### src/design/gb3_pkg.sv
package gb3_pkg;

   localparam int PIXEL_W       = 8;
   localparam int WIDTH_REG_W   = 11;
   localparam int HEIGHT_REG_W  = 12;
   localparam int ROW_W         = 12;
   localparam int WIDTH_CMP_W   = 13;
   localparam int CSR_INDEX_W   = 1;
   localparam int CSR_DATA_W    = 12;
   localparam int DEF_MAX_WIDTH = 1024;
   localparam int MIN_DIM       = 3;

   localparam logic [WIDTH_REG_W-1:0]  WIDTH_RESET  = WIDTH_REG_W'(640);
   localparam logic [HEIGHT_REG_W-1:0] HEIGHT_RESET = HEIGHT_REG_W'(480);

   localparam logic [CSR_INDEX_W-1:0] REG_IMAGE_WIDTH  = CSR_INDEX_W'(0);
   localparam logic [CSR_INDEX_W-1:0] REG_IMAGE_HEIGHT = CSR_INDEX_W'(1);

   typedef logic [PIXEL_W-1:0] pixel_type;

   // per-request flags handed from the raster scan to the datapath
   typedef struct packed {
      logic emit;
      logic frame_end;
   } scan_info_type;

endpackage

### src/design/gb3_kernel.sv
module gb3_kernel import gb3_pkg::*; (
   input  logic      clock,
   input  logic      reset,
   input  logic      shift,
   input  pixel_type top,
   input  pixel_type mid,
   input  pixel_type bot,
   output pixel_type blur
);

   localparam int SUM_W = PIXEL_W + 4;

   // [row*2 + k]: row 0 top .. 2 bottom, k 0 older, 1 newer
   pixel_type win_ff [6];
   pixel_type win_in [6];

   logic [SUM_W-1:0] sum;

   always_comb begin
      sum = SUM_W'(win_ff[0]) + (SUM_W'(win_ff[1]) << 1) + SUM_W'(top)
          + (SUM_W'(win_ff[2]) << 1) + (SUM_W'(win_ff[3]) << 2) + (SUM_W'(mid) << 1)
          + SUM_W'(win_ff[4]) + (SUM_W'(win_ff[5]) << 1) + SUM_W'(bot);
   end

   // kernel weights add to 16, so sum/16 never exceeds 255
   assign blur = sum[SUM_W-1:4];

   always_comb begin
      win_in[0] = win_ff[1];
      win_in[1] = top;
      win_in[2] = win_ff[3];
      win_in[3] = mid;
      win_in[4] = win_ff[5];
      win_in[5] = bot;
   end

   always_ff @(posedge clock) begin
      if (reset) begin
         for (int i = 0; i < 6; i++) begin
            win_ff[i] <= '0;
         end
      end else if (shift) begin
         for (int i = 0; i < 6; i++) begin
            win_ff[i] <= win_in[i];
         end
      end
   end

endmodule

### config.mk
export PLATFORM = sky130hd
export DESIGN_NAME = gb3_kernel
export DESIGN_NICKNAME = d
export VERILOG_FILES = /design/src/design/gb3_pkg.sv /design/src/design/gb3_kernel.sv
export SDC_FILE = /design/constraint.sdc
export NUM_CORES = 1
export LEC_CHECK = 0
export ABC_AREA = 1
export CORE_UTILIZATION = 24
export DETAILED_ROUTE_END_ITERATION = 6
export DONT_BUFFER_PORTS = 1
export GPL_ROUTABILITY_DRIVEN = 0
export PLACE_DENSITY_LB_ADDON = 0.3
export SETUP_SLACK_MARGIN = 0.4
export SYNTH_ARGS = -nofsm -noshare
export SYNTH_HDL_FRONTEND = slang
export SYNTH_SLANG_ARGS = --single-unit
### constraint.sdc
create_clock -name clock -period 9.7 [get_ports clock]
set_input_delay 1.455 -clock clock [delete_from_list [all_inputs] [get_ports clock]]
set_output_delay 1.455 -clock clock [all_outputs]
set_load 0.005 [all_outputs]
== Word-level counts from Yosys, hierarchy flattened ==
Memory sizes are Yosys's and may differ from the RTL's.
Index checks and enable logic that the tools add are counted.

* Input port bits: 27
* Memories kept: 1
* Bits in writable memories: 48
* Output and inout bits: 8
* Logic and storage cells: 26
* Bits in registers: 0

* Mux-type cells: 11
* Bitwise gates (word level): 6
* $add $sub $neg: 8

{| class="wikitable"
|+ Memory list
! memory !! depth !! width !! rd ports !! clocked after Yosys merged registers in !! wr ports !! RTL line !! RTL
|-
| win_ff || 6 || 8 || 6 || 0 || 6 || gb3_kernel.sv:14 || <nowiki>pixel_type win_ff [6];</nowiki>
|}

{| class="wikitable"
|+ Operators with widths
! kind !! count
|-
| $mux W8 || 6
|-
| $add A12 B8 Y12 || 2
|-
| $add A12 B9 Y12 || 2
|-
| $add A11 B9 Y12 || 1
|-
| $add A12 B10 Y12 || 1
|-
| $add A10 B8 Y11 || 1
|-
| $add A8 B9 Y10 || 1
|-
| $or A1 B1 Y1 || 6
|-
| $mux W1 || 5
|}

== Logic depth before layout (Yosys ltp) ==
An unclocked memory read counts as a cell.

* Depth in word-level cells: 9
* Mapped depth: 17
* Depth with buffers taken out: 17

== Worst setup path after synthesis ==
OpenSTA, ideal clock, no wires.

* Path type: input -> output
* From: input top[4]
* To: output blur[5]
* Path buffers: 0
* Arrival: 4.575 ns
* Slack: 3.670 ns
* Data required time: 8.245 ns
* Cell stages on the path: 15
* Path through: inv_1 > fa_1 > inv_1 > fa_1 > fa_1 > inv_1 > fa_1 > inv_1 > fa_1 > nand3_1 > nand2_1 > nand3_1 > nand2_1 > nand2_1 > nand2_1

* Word-level cells in the longest chain between the ends: 7

{| class="wikitable"
|+ RTL lines
! element !! RTL line !! RTL
|-
| from (decl) || gb3_kernel.sv:5 || <nowiki>input pixel_type top,</nowiki>
|-
| $add A10 B8 Y11 || gb3_kernel.sv:20 || <nowiki>sum = SUM_W'(win_ff[0]) + (SUM_W'(win_ff[1]) << 1) + SUM_W'(top)</nowiki>
|-
| $add A11 B9 Y12 || gb3_kernel.sv:21 || <nowiki>+ (SUM_W'(win_ff[2]) << 1) + (SUM_W'(win_ff[3]) << 2) + (SUM_W'(mid) << 1)</nowiki>
|-
| $add A12 B10 Y12 || gb3_kernel.sv:21 ||
|-
| $add A12 B9 Y12 || gb3_kernel.sv:21 ||
|-
| $add A12 B8 Y12 || gb3_kernel.sv:22 || <nowiki>+ SUM_W'(win_ff[4]) + (SUM_W'(win_ff[5]) << 1) + SUM_W'(bot);</nowiki>
|-
| $add A12 B9 Y12 || gb3_kernel.sv:22 ||
|-
| $add A12 B8 Y12 || gb3_kernel.sv:22 ||
|-
| to (decl) || gb3_kernel.sv:8 || <nowiki>output pixel_type blur</nowiki>
|}

No other way between the ends.

== Worst setup path after layout ==
Ends and elaborated chain as after synthesis.

==> results_dict.tcl <==
set metrics [dict create \
    startpoint_type "input port" \
    start_util 0.2463 \
    worstSetupPathType "input port to primary output" \
    synth_top_area_frac 0.4027 \
    fmax_mhz 161.3 \
    worst_hold_slack_ns 0.5857 \
    syn_area_mm2 0.003580 \
    clkSlewWorstSetupHoldPaths_ns 0.06 \
    synth-seq-area-share 0.4027 \
    vias 1958 \
    syn_to_final_growth_pct 10.42 \
    vdd_drop_max_mv 0.1127 \
    async_flop_share 0 \
    netlist_instances 341 \
    via_per_inst 3.701 \
    grt-ovfl-total 0 \
    p_leak_nw 1.942 \
    cts.sinks 48 \
    drive_gt1_frac 0.05217 \
    fp.dieH_um 124.1 \
    worstHoldPathType "flop to flop" \
    finalCriticalPeriod_ns 6.200 \
    p_int_uw 608.0 \
    period_share 0.6392 \
    drc_errors 0 \
    cts_buffers 5 \
    track_usage 0.08706 \
    wl_um 5559 \
    slowest_delay_ns 0.56 \
    slew_viol_final 0 \
    path_cells "inv_1 -> fa_1 -> inv_1 -> fa_1 -> fa_1 -> inv_1 -> fa_1 -> inv_1 -> fa_1 -> nand3_1 -> nand2_1 -> nand3_1 -> nand2_1 -> nand2_1 -> nand2_1" \
    die-area_mm2 0.01541 \
    port_buffers 0 \
    crit_arrival_ns 4.74 \
    rows 44 \
    dr.pass1.iters 4 \
    synth_edf_count 48 \
    crit_family "adder cells" \
    die_x_um 124.1 \
    synth.distinct_cells 20 \
    pin_count 35 \
    combPwrFrac 0.588 \
    cap_violations 0 \
    htreeDepth 2 \
    coreArea_mm2 0.01453 \
    cts_root_buffer "clkbuf_16" \
    end_kind "primary output" \
    netSwitchingFraction 0.4420 \
    power.density_mw_per_mm2 275.7 \
    rsz0062_at_grt "false" \
    fin_skew_ns 0.004880 \
    n_fill_cell 1571 \
    cts_tree "built" \
    postCtsResizedCells 0 \
    cp.required_ns 8.25 \
    slowest_stage "fa_1" \
    clockBufferDepth 2 \
    postCtsSetupRepairBufs 0 \
    n_antenna_cell 0 \
    yosys_warnings 0 \
    ant_nets 0 \
    largest_reg_flops 48 \
    ys.flop_type "edfxtp_1" \
    final_common_cell "inv_1" \
    setup_viol 0 \
    cts_hold_buf 0 \
    top_register "win_ff" \
    dp_hpwl_um 4543 \
    final_cell_mix "inv_1 (121), fa_1 (52), nor2_1 (51), edfxtp_1 (48), nand2_1 (27)" \
    tightestPinTransition_ns 1.163 \
    relSlewSlack 0.2249 \
    grt_pass1_wl_um 10010 \
    reg.largest.list "win_ff: 48 flops" \
    cp_max_fo 3 \
    antenna_found_initial 0 \
    status "finished, final reports clean" \
    pwr-share-seq 0.231 \
    synth.largest_area_cell "edfxtp_1" \
    crit_buf_inv 4 \
    power_frac_clock 0.181 \
    p_sw_uw 481.7 \
    grt_max_degree 49 \
    drt_iter0_markers 68 \
    hold_viol 0 \
    synth-seq-cells 48 \
    wl_per_cell_um 10.51 \
    netlist_top_cells_area "edfxtp_1 (40%), fa_1 (29%), inv_1 (13%), nor2_1 (5.3%), ha_1 (4.5%)" \
    insertion_delay_ns 0.29 \
    setup_tns_ns 0 \
    first_global_vias 2253 \
    avgSynthCellArea_um2 10.50 \
    crit_top_cell "fa_1" \
    syn_nets 433 \
    finalNetCount 436 \
]
## worst min-delay path, delay by kind of cell (launching register included)
| kind | cells | cell delay (ns) |
|---|---|---|
| DFF | 1 | 0.32 |
| and+or+nand+nor | 1 | 0.09 |
| buffers and inverters | 1 | 0.06 |
## cell type report
class	count	area [um^2]	share of cell area
clock inverter	3	42.54	0.01076
multi-input combinational	165	1644	0.4160
tap	184	230.2	0.05825
inverter	123	461.7	0.1168
clock buffer	5	125.1	0.03166
sequential	48	1441	0.3647
timing repair buffer	1	7.507	0.001899
## worst paths after layout
path | from | endpoint | slack (ns) | depth (start not counted)
max | top[4] | blur[5] | 3.50 | 15
min | win_ff[5][4] | win_ff[4][4] | 0.59 | 2
max reg2reg | win_ff[3][5] | win_ff[2][5] | 8.88 | 2
min reg2reg | win_ff[5][4] | win_ff[4][4] | 0.59 | 2
## per-stage QoR
stage	utilization	worst slack [ns]	power, mW	cells	cell area (um^2)
2_1_floorplan	-	3.670	0.7786	341	3580
3_3_place_gp	0.2604	3.454	0.9294	521	3785
3_5_place_dp	0.2604	3.458	0.9315	521	3785
4_1_cts	0.2720	3.455	1.135	529	3953
5_1_grt	0.2720	3.273	1.235	529	3953
6_report	0.2720	3.500	1.090	529	3953
## cell families (layout without fill, tap and decap cells)
group,after synthesis,count (layout),synth area share
buffers and inverters,128,132,0.1381
and+or+nand+nor,91,91,0.1049
adders and majority gates,65,65,0.3362
DFF,48,48,0.4027
AOI/OAI and AO/OA,6,6,0.01084
xor gates and xnor gates,3,3,0.007341
## power by group through the flow
stage	logic [mW]	registers, mW	clock network (mW)
3_3_place_gp	0.673	0.256	0
3_5_place_dp	0.675	0.256	0
4_1_cts	0.678	0.252	0.205
6_report	0.641	0.251	0.198
5_1_grt	0.770	0.254	0.211
2_1_floorplan	0.524	0.254	0
## synth_stat cells (2+ instances only)
cell type,count
a21oi_1,3
buf_2,2
buf_4,3
edfxtp_1,48
fa_1,52
ha_1,13
inv_1,121
inv_2,2
nand2_1,27
nand2_2,2
nand3_1,6
nor2_1,51
nor2_2,2
xor2_1,3
## layer usage
layer	vias up	GRT usage	routed length (um)
met5	-	0	0
met3	7	0.02839	233
met2	28	0.1592	2947
met4	0	0.02679	72
li1	979	-	-
met1	944	0.09443	2305
No activity file was read; power rests on OpenSTA's default activity.
