[config.mk]
export PLATFORM = sky130hd
export DESIGN_NAME = gb3_scan
export DESIGN_NICKNAME = d
export VERILOG_FILES = /design/src/design/gb3_pkg.sv /design/src/design/gb3_scan.sv
export SDC_FILE = /design/constraint.sdc
export NUM_CORES = 1
export LEC_CHECK = 0
export ABC_AREA = 1
export BUFFER_PORTS_ARGS = -buffer_cell sky130_fd_sc_hd__buf_2
export CAP_MARGIN = 20
export CORE_MARGIN = 5
export CORE_UTILIZATION = 50
export DETAILED_ROUTE_END_ITERATION = 10
export PLACE_DENSITY = 0.74
export SYNTH_ARGS = -nofsm -noshare
export SYNTH_HDL_FRONTEND = slang
export SYNTH_SLANG_ARGS = --single-unit
[constraint.sdc]
create_clock -name clock -period 3.41 [get_ports clock]
set_input_delay 0.1705 -clock clock [delete_from_list [all_inputs] [get_ports clock]]
set_output_delay 0.1705 -clock clock [all_outputs]
set_load 0.01 [all_outputs]
[src/design/gb3_pkg.sv]
package gb3_pkg;

   localparam int PIXEL_W       = 8;
   localparam int WIDTH_REG_W   = 11;
   localparam int HEIGHT_REG_W  = 12;
   localparam int ROW_W         = 12;
   localparam int WIDTH_CMP_W   = 13;
   localparam int CSR_INDEX_W   = 1;
   localparam int CSR_DATA_W    = 12;
   localparam int DEF_MAX_WIDTH = 1024;
   localparam int MIN_DIM       = 3;

   localparam logic [WIDTH_REG_W-1:0]  WIDTH_RESET  = WIDTH_REG_W'(640);
   localparam logic [HEIGHT_REG_W-1:0] HEIGHT_RESET = HEIGHT_REG_W'(480);

   localparam logic [CSR_INDEX_W-1:0] REG_IMAGE_WIDTH  = CSR_INDEX_W'(0);
   localparam logic [CSR_INDEX_W-1:0] REG_IMAGE_HEIGHT = CSR_INDEX_W'(1);

   typedef logic [PIXEL_W-1:0] pixel_type;

   // per-request flags handed from the raster scan to the datapath
   typedef struct packed {
      logic emit;
      logic frame_end;
   } scan_info_type;

endpackage

[src/design/gb3_scan.sv]
module gb3_scan import gb3_pkg::*; #(
   parameter int MAX_WIDTH = DEF_MAX_WIDTH,
   localparam int COL_W = $clog2(MAX_WIDTH)
) (
   input  logic                   clock,
   input  logic                   reset,
   input  logic                   csr_wr_en,
   input  logic [CSR_INDEX_W-1:0] csr_index,
   input  logic [CSR_DATA_W-1:0]  csr_wdata,
   input  logic                   accept,
   output logic [COL_W-1:0]       col,
   output scan_info_type          info
);

   logic [WIDTH_REG_W-1:0]  width_ff, width_in;
   logic [HEIGHT_REG_W-1:0] height_ff, height_in;
   logic [COL_W-1:0]        col_ff, col_in;
   logic [ROW_W-1:0]        row_ff, row_in;

   logic [WIDTH_CMP_W-1:0]  w_ext;
   logic [WIDTH_CMP_W-1:0]  w_use;
   logic [COL_W-1:0]        col_last;
   logic [HEIGHT_REG_W-1:0] h_use;
   logic [ROW_W-1:0]        row_last;
   logic                    last_col;
   logic                    last_row;

   always_comb begin
      width_in  = width_ff;
      height_in = height_ff;
      if (csr_wr_en) begin
         case (csr_index)
            REG_IMAGE_WIDTH:  width_in  = csr_wdata[WIDTH_REG_W-1:0];
            REG_IMAGE_HEIGHT: height_in = csr_wdata[HEIGHT_REG_W-1:0];
            default: ;
         endcase
      end
   end

   // width clamped to 3..MAX_WIDTH, height raised to at least 3
   always_comb begin
      w_ext = WIDTH_CMP_W'(width_ff);
      if (w_ext < WIDTH_CMP_W'(MIN_DIM)) begin
         w_use = WIDTH_CMP_W'(MIN_DIM);
      end else if (w_ext > WIDTH_CMP_W'(MAX_WIDTH)) begin
         w_use = WIDTH_CMP_W'(MAX_WIDTH);
      end else begin
         w_use = w_ext;
      end
      col_last = COL_W'(w_use - WIDTH_CMP_W'(1));
      h_use = (height_ff < HEIGHT_REG_W'(MIN_DIM)) ? HEIGHT_REG_W'(MIN_DIM) : height_ff;
      row_last = ROW_W'(h_use - HEIGHT_REG_W'(1));
   end

   // >= rather than == so a shrunk frame wraps at the next advance
   assign last_col = (col_ff >= col_last);
   assign last_row = (row_ff >= row_last);

   always_comb begin
      col_in = col_ff;
      row_in = row_ff;
      if (accept) begin
         if (last_col) begin
            col_in = '0;
            row_in = last_row ? '0 : row_ff + ROW_W'(1);
         end else begin
            col_in = col_ff + COL_W'(1);
         end
      end
   end

   always_ff @(posedge clock) begin
      if (reset) begin
         width_ff  <= WIDTH_RESET;
         height_ff <= HEIGHT_RESET;
         col_ff    <= '0;
         row_ff    <= '0;
      end else begin
         width_ff  <= width_in;
         height_ff <= height_in;
         col_ff    <= col_in;
         row_ff    <= row_in;
      end
   end

   assign col            = col_ff;
   assign info.emit      = (col_ff >= COL_W'(2)) && (row_ff >= ROW_W'(2));
   assign info.frame_end = last_col && last_row;

endmodule

# After elaboration in Yosys (flattened, before gate mapping)

Index checks and enable logic that the tools add are counted.

Bits in latches: 0
Bits in writable memories: 0
Output and inout port bits: 12
Bits in registers: 45
Input port bits: 17
Word-level logic and storage cells: 26
Bits in read-only memories: 0
Memories kept: 0

$add $sub $neg: 4
Eq/ne operators: 0
Multiplexer cells: 5
Reductions and logical operators: 5
Multipliers: 0
Shifts and indexed selects: 0
Bitwise operators: 1
Divide/modulo/power cells: 0
Order comparisons: 7

Operators with widths:

| cell                                                               | count |
|---|---|
| two-way mux 10 bit                                                 | 3 |
| two-way mux 12 bit                                                 | 2 |
| adder 12 x 1 -> 12 bit, second input constant                      | 1 |
| greater-or-equal comparator 12 bit                                 | 1 |
| greater-or-equal comparator 12 x 2 -> 1 bit, second input constant | 1 |
| less-than comparator 12 x 2 -> 1 bit, second input constant        | 1 |
| subtractor 12 x 1 -> 12 bit, second input constant                 | 1 |
| > comparator 11 bit, second input constant                         | 1 |
| less-than comparator 11 x 2 -> 1 bit, second input constant        | 1 |
| adder 10 x 1 -> 10 bit, second input constant                      | 1 |
| greater-or-equal comparator 10 bit                                 | 1 |
| greater-or-equal comparator 10 x 2 -> 1 bit, second input constant | 1 |
| subtractor 10 x 1 -> 10 bit, second input constant                 | 1 |
| AND reduction 2 bit                                                | 3 |
| logical AND 1 bit                                                  | 2 |
| inverter 1 bit                                                     | 1 |

# Depth between registers and ports, before layout

Gate-level depths: netlist of the first run.

Depth in word-level cells: 6
Gate-level depth with buffers: 25
Gate-level depth less buffers: 24

# Worst setup path before layout of the first run

Ideal clock, no wire load.

Kind: register to register
Start point: register width_ff[7]
End point: register row_ff[1]
Path slack: 0.868 ns
Required time: 3.297 ns
Library setup time: 0.113 ns
Arrival time: 2.429 ns
Buffers on the path: 1
Period minus slack after synthesis: 2.542 ns
Cell stages (with the launch flop): 24
Cell sequence: dfxtp_1 nor2_1 nand2_1 nor2_1 nand3_1 and2_1 ha_1 nand2_1 nor2_1 nand2_1 nand3_1 o21ai_0 inv_1 ha_1 nand2_1 nor2_2 nand3_2 nand3_4 nand2_4 nand2_4 buf_8 inv_2 nand2_1 nand2_1

Longest elaborated chain between the ends: 6
Elaborated cells between the ends (all ways): 7
Those cells by class: add/sub: 1; order compare: 3; mux: 2; reduce/logical: 1

Ends and longest elaborated chain:

| what                                     | RTL line       | RTL |
|---|---|---|
| start, declared                          | gb3_scan.sv:15 | `logic [WIDTH_REG_W-1:0] width_ff, width_in;` |
| start signal, assigned                   | gb3_scan.sv:79 | `width_ff <= width_in;` |
| > comparator 11 bit                      | gb3_scan.sv:45 | `end else if (w_ext > WIDTH_CMP_W'(MAX_WIDTH)) begin` |
| two-way mux 10 bit                       | gb3_scan.sv:45 |  |
| two-way mux 10 bit (*)                   | gb3_scan.sv:43 | `if (w_ext < WIDTH_CMP_W'(MIN_DIM)) begin` |
| subtractor 10 x 1 -> 10 bit (*)          | gb3_scan.sv:50 | `col_last = COL_W'(w_use - WIDTH_CMP_W'(1));` |
| greater-or-equal comparator 10 bit (*)   | gb3_scan.sv:56 | `assign last_col = (col_ff >= col_last);` |
| AND reduction 2 bit (no source line) (*) | -              |  |
| end signal, assigned                     | gb3_scan.sv:82 | `row_ff <= row_in;` |
| end, declared                            | gb3_scan.sv:18 | `logic [ROW_W-1:0] row_ff, row_in;` |

Every way passes the cells marked *; elsewhere a longest branch is shown, timed or not.
A chain may end at the register's enable or synchronous reset.

==> results.ini, run 1 <==
[run_status]
status=finished clean

[clock_tree]
ctsLongestPathBuffers=2
numCtsBuffers=5
cts-root-buf=clkbuf_8
htreeDepth=2
clk_pin_slew_ns=0.09
clock-sinks=45
clock_latency_ns=0.30
cts_tree=yes

[critical_path]
crit_chain=inv_1 > nand2_1 > a21oi_1 > nand3_1 > nand2_1 > inv_1 > ha_1 > nand2_1 > nor2_2 > nand3_1 > nand2_1 > inv_1 > ha_1 > nand2_1 > nor2_2 > nand3_2 > nand3_4 > nand2_1 > inv_1 > buf_2
worst_path_max_delay_cell=dfxtp_1
reg2reg_from=width_ff[6]
r2r-end=row_ff[6]
critPathRequiredTime_ns=3.24
cp.arrival_ns=2.86
r2r_slack_ns=0.44
start_kind=flop
r2r_cells=22
crit_type=reg2out
cp-end-kind=output pin
crit_fanout=11
path_common_cell=nand2_1
critPathMaxStageDelay_ns=0.39

[cells_and_area]
layout.cells.non_filler=580
antenna_cells=0
layout.nets=546
synthToLayoutAreaGrowth_pct=9.10
drive_above_1_share_pct=14.1

[synth]
ys_seq_elements=45
ys_types=37
yosysSeqAreaShare_pct=28.6
synthCells=472
syn_area_per_cell_um2=6.67
syn_nets=516
syn_area_mm2=0.00315
yosys_warnings=0

[floorplanning]
coreArea_mm2=0.00624
die_w_um=89.4
initial_utilization_pct=50.5
pin_count=29
die_area_mm2=0.00799
placementRows=29
die_height_um=89.4

[global_route]
grt_first_pass_wirelength_mm=11.9
grt_max_degree=26
grt_overflow_total=0
antenna_found_initial=0
grt_pass1_vias=2729
grt_usage_pct=18.5

[hold_path]
hold_depth=2
hold_end=col[1]
hp-start=reset
holdCritPathClass=in2reg

[timing]
min_period_ns=3.03
worst_slack_ns=0.380
skew_ns=0.00812
relSlewSlack_pct=53.5
finalSetupViolCount=0
rsz0062_at_grt=false
tightest_slew_ns=0.697
hold_viol=0
post-route-period-util_pct=88.9
max_freq_ghz=0.330
drv_slew=0
setup_tns_ns=0

[routing]
wl_mm=6.88
wire_per_inst_um=11.9
wl_met1_mm=3.36
drc_errors=0
drt_first_iter_violations=115
vias=2938
avgViaCountPerCell=5.07
wl_met2_mm=3.09
top_layer_used=met4
dr.pass1.iters=4
ant_nets=0
wl_met3_um=353

[power_and_ir_drop]
p_leak_nw=1.77
power_density_mw_per_mm2=320
max-vdd-ir-drop_uv=243

[place]
routabilityCongestion=0.934
dp_hpwl_mm=5.56
placedCellCount=568
dpl_worst_slack_ns=0.364
io_buffers=28

[flow_run]
cap_violations=0

layout by cell type (no fill, tap or decap), drive strengths merged, types with 2 or more instances in the layout:
cell type and count:
nor4 4, clkinv 2, nor3 5, nand3 26
buf 32, xor2 7, o21ai 24, nor3b 2
a21oi 20, and2 2, inv 70, nand4 13
nand2 127, xnor2 4, dfxtp 45, o211ai 5
o21bai 2, nor2 74, ha 27, clkbuf 6
sequential cells by signal, summed over array words and instances, names as in the netlist:
register / cells
col: 10
row_ff: 12
height_ff: 12
width_ff: 11
through the flow:
step                      area, um^2  hold slack (ns)  utilization [%]  total power, W
after floorplan                 3150            0.240                -        0.000738
after global placement          3320            0.363             53.2        0.000780
after detailed placement        3320            0.357             53.2        0.000788
after CTS                       3400           0.0366             54.5         0.00110
after global routing            3440           0.0408             55.1         0.00116
final                           3440           0.0522             55.1         0.00110
report_power, final:
part / internal, W / total (W) / switching, W
clock network: 0.000142 / 0.000323 / 0.000181
registers: 0.000545 / 0.000564 / 0.0000188
logic: 0.0000778 / 0.000212 / 0.000134
synth_stat cells (all sizes together):
cell	count	share of area, %
nand2	127	16
nor2	74	10
inv	70	8.3
dfxtp	45	29
ha	27	11
nand3	26	4.8
o21ai	24	3.8
a21oi	20	3.2
nand4	13	2.8
xor2	7	1.9
buf	5	1.6
nor3	5	1.4
o211ai	5	1.2
clkbuf	4	0.48
nor4	4	0.79
xnor2	4	1.1
and2	2	0.40
nor3b	2	0.79
o21bai	2	0.48
a31o	1	0.28
a32oi	1	0.28
and3	1	0.20
nand3b	1	0.24
o22ai	1	0.20
or2	1	0.20
kinds of logic after synthesis:
logic type / Yosys count / synth area share [%]
AND/OR/NAND/NOR: 256 / 37.8
buffers and inverters: 79 / 10.4
AO/OA/AOI/OAI: 54 / 9.42
flip-flops: 45 / 28.6
adder cells (fa/ha/maj): 27 / 10.7
XOR/XNOR: 11 / 3.06
critical path: cells and delay by family (launching register included):
| family | cells | cell delay, ns |
|---|---|---|
| simple gates | 12 | 1.33 |
| compound gates | 1 | 0.05 |
| flops | 1 | 0.39 |
| buf+inv | 5 | 0.37 |
| fa+ha+maj | 2 | 0.43 |
layer usage:
metal / track usage (%) / vias to the layer above
li1: - / 1564
met1: 24.8 / 1301
met2: 30.4 / 67
met3: 3.69 / 6
met4: 5.01 / 0
met5: 0 / -
area by class of cell:
cell class                      instances  area (um^2)
Clock buffer                            6         72.6
Fill cell                             622         2810
Multi-Input combinational cell        348         1920
Sequential cell                        45          901
Timing Repair Buffer                   32          170
Clock inverter                          2         10.0
Tap cell                               77         96.3
Inverter                               70          263
how the worst max path moves through the flow:
stage,startpoint,end,slack (ns)
2_1_floorplan,width_ff[7],row_ff[1],0.87
3_3_place_gp,width_ff[6],row_ff[2],0.49
3_5_place_dp,width_ff[6],row_ff[6],0.36
4_1_cts,width_ff[6],info[0],0.26
5_1_grt,width_ff[3],info[0],0.04
6_report,width_ff[6],info[0],0.38
timing repair:
action	4_1_cts	5_1_grt
setup endpoints to repair	0	1
setup buffers	0	4
gates resized for setup	0	1
hold buffers	0	0
(Power assumes the default switching activity.)
==> run 2: changes to the inputs <==
--- a/config.mk
+++ b/config.mk
@@ -13,2 +13,3 @@
 export DETAILED_ROUTE_END_ITERATION = 10
+export GPL_TIMING_DRIVEN = 0
 export PLACE_DENSITY = 0.74
==> constraint.sdc (replaced) <==
create_clock -name clock -period 3.41 [get_ports clock]
set_input_delay 0.682 -clock clock [delete_from_list [all_inputs] [get_ports clock]]
set_output_delay 0.682 -clock clock [all_outputs]
set_load 0.01 [all_outputs]
==> run 2 against run 1 <==
Via count grew 1.9%. Non-clock buffer count is 7 higher. Count of clock-buffer cells in the layout is the same. Highest routed layer unchanged. Power rose by 2.4%. Setup slack got worse by 0.23 ns. Critical path type unchanged. Largest power group unchanged. Final cell count grew 1.2%.
==> results.ini, run 2 (synthesized netlist as in run 1, its figures left out) <==
[power_and_ir_drop]
max-vdd-ir-drop_uv=214
power_w=0.00112
p_leak_nw=1.82
power_density_mw_per_mm2=313

[floorplanning]
initial_utilization_pct=50.5
die_w_um=89.4
placementRows=29
coreArea_mm2=0.00624
die_height_um=89.4
pin_count=29
die_area_mm2=0.00799

[place]
io_buffers=28
routabilityCongestion=0.907
placed_area_mm2=0.00339
dp_hpwl_mm=5.61

[timing]
drv_slew=0
min_period_ns=3.26
skew_ns=0.00992
fin_hold_ws_ns=0.469
max_freq_ghz=0.306
hold_viol=0
finalSetupViolCount=0
relSlewSlack_pct=72.9
post-route-period-util_pct=95.7
tightest_slew_ns=0.405
rsz0062_at_grt=true

[global_route]
gr-usage-met2_pct=30.1
grt_use_met1_pct=24.6
grt_max_degree=14
grt_pass1_vias=2714
grt_usage_pct=18.3
grt_overflow_total=0
antenna_found_initial=0
globalRoute.busiestLayer=met2
grt_util_met3_pct=3.04
grt_first_pass_wirelength_mm=11.7

[cells_and_area]
final_cell_mix=113 x nand2_1, 62 x inv_1, 60 x nor2_1
synthToLayoutAreaGrowth_pct=14.0
layout.nets=553
antenna_cells=0
fillCellCount=622
final_common_cell=nand2_1
final_core_util_pct=57.5
multi_input_comb_area_mm2=0.00201
fin_area_mm2=0.00359
drive_above_1_share_pct=21.4
top_regs=height_ff: 12 flops, row_ff: 12 flops, width_ff: 11 flops
regArea_um2=917

[routing]
drt_first_iter_violations=89
wl_mm=6.97
wire_per_inst_um=11.9
vias=2994
drc_errors=0
dr.pass1.iters=4
ant_nets=0
avgViaCountPerCell=5.10

[critical_path]
cp.arrival_ns=2.58
r2r_slack_ns=0.40
start_kind=flop
cp-end-kind=output pin
crit_type=reg2out
r2r_cells=24
critPathRequiredTime_ns=2.73
r2r-end=row_ff[6]
reg2reg_from=width_ff[4]
crit_fanout=4

[hold_path]
hold_end=width_ff[5]
hp-start=width_ff[5]
hold_depth=2
holdCritPathClass=reg2reg

[clock_tree]
clk_pin_slew_ns=0.08
ctsLongestPathBuffers=2
clock-sinks=45
clock_latency_ns=0.30
numCtsBuffers=5
cts_hold_buffers=0
cts-root-buf=clkbuf_8
htreeDepth=2
cts_tree=yes

[flow_run]
cap_violations=0

[run_status]
status=finished clean

-- run 2: changes by cell type in the layout (fill, tap and decap cells not counted), sizes merged --
cell    change
buf         +3
clkbuf      +4
-- run 2: per-layer routing --
layer	vias to the layer above	routed length (um)
met2	52	3290
met5	-	0
met3	7	303
li1	1586	-
met4	0	72
met1	1349	3300
-- run 2: critical path, cell delays in order (launching register included) --
cell	delay, ns
dfxtp_1	0.32
inv_1	0.08
nand2_2	0.07
nor2_2	0.15
nand3_2	0.11
and2_4	0.16
ha_4	0.16
nand2_4	0.08
nor2_4	0.05
nand2_1	0.06
nand3_1	0.06
o21ai_1	0.09
inv_1	0.06
ha_1	0.27
nand2_1	0.06
nor2_2	0.12
nand3_2	0.11
nand3_4	0.09
nand2_4	0.05
inv_2	0.04
buf_6	0.09
-- run 2: per-stage QoR --
stage	setup slack [ns]	TNS [ns]	instances
5_1_grt	-0.0547	-0.0547	587
4_1_cts	0.00252	0	587
3_3_place_gp	0.0551	0	577
3_5_place_dp	0.0283	0	577
2_1_floorplan	0.420	0	472
6_report	0.147	0	587
-- run 2: how the worst max path moves through the flow --
stage | slack, ns | from | to | cells after the start
final | 0.15 | width_ff[4] | info[0] | 20
after global routing | -0.05 | width_ff[8] | info[0] | 20
after CTS | 0.003 | width_ff[7] | info[0] | 20
after detailed placement | 0.03 | width_ff[6] | info[0] | 20
after global placement | 0.06 | width_ff[6] | info[0] | 20
after floorplan | 0.42 | width_ff[7] | info[0] | 20
-- run 2: timing repair --
item	in CTS	in global routing
resized for setup	7	37
gates cloned	0	0
setup buffers	3	0
pin swaps	6	13
setup endpoints to repair	1	7
endpoints found under the hold margin	0	0
-- run 2: area by class of cell --
cell class | count | share of cell area [%]
clock inverters | 2 | 0.279
repair buffers | 31 | 4.71
plain buffers | 8 | 1.50
well taps | 77 | 2.68
inverters | 70 | 7.32
flip-flops and latches | 45 | 25.5
clock buffers | 6 | 2.02
multi-input cells | 348 | 55.9
-- run 2: where the power goes --
part | internal [W] | leakage [nW] | switching [W]
combinational | 0.0000925 | 1.40 | 0.000145
sequential | 0.000548 | 0.369 | 0.0000198
clock | 0.000142 | 0.0450 | 0.000178
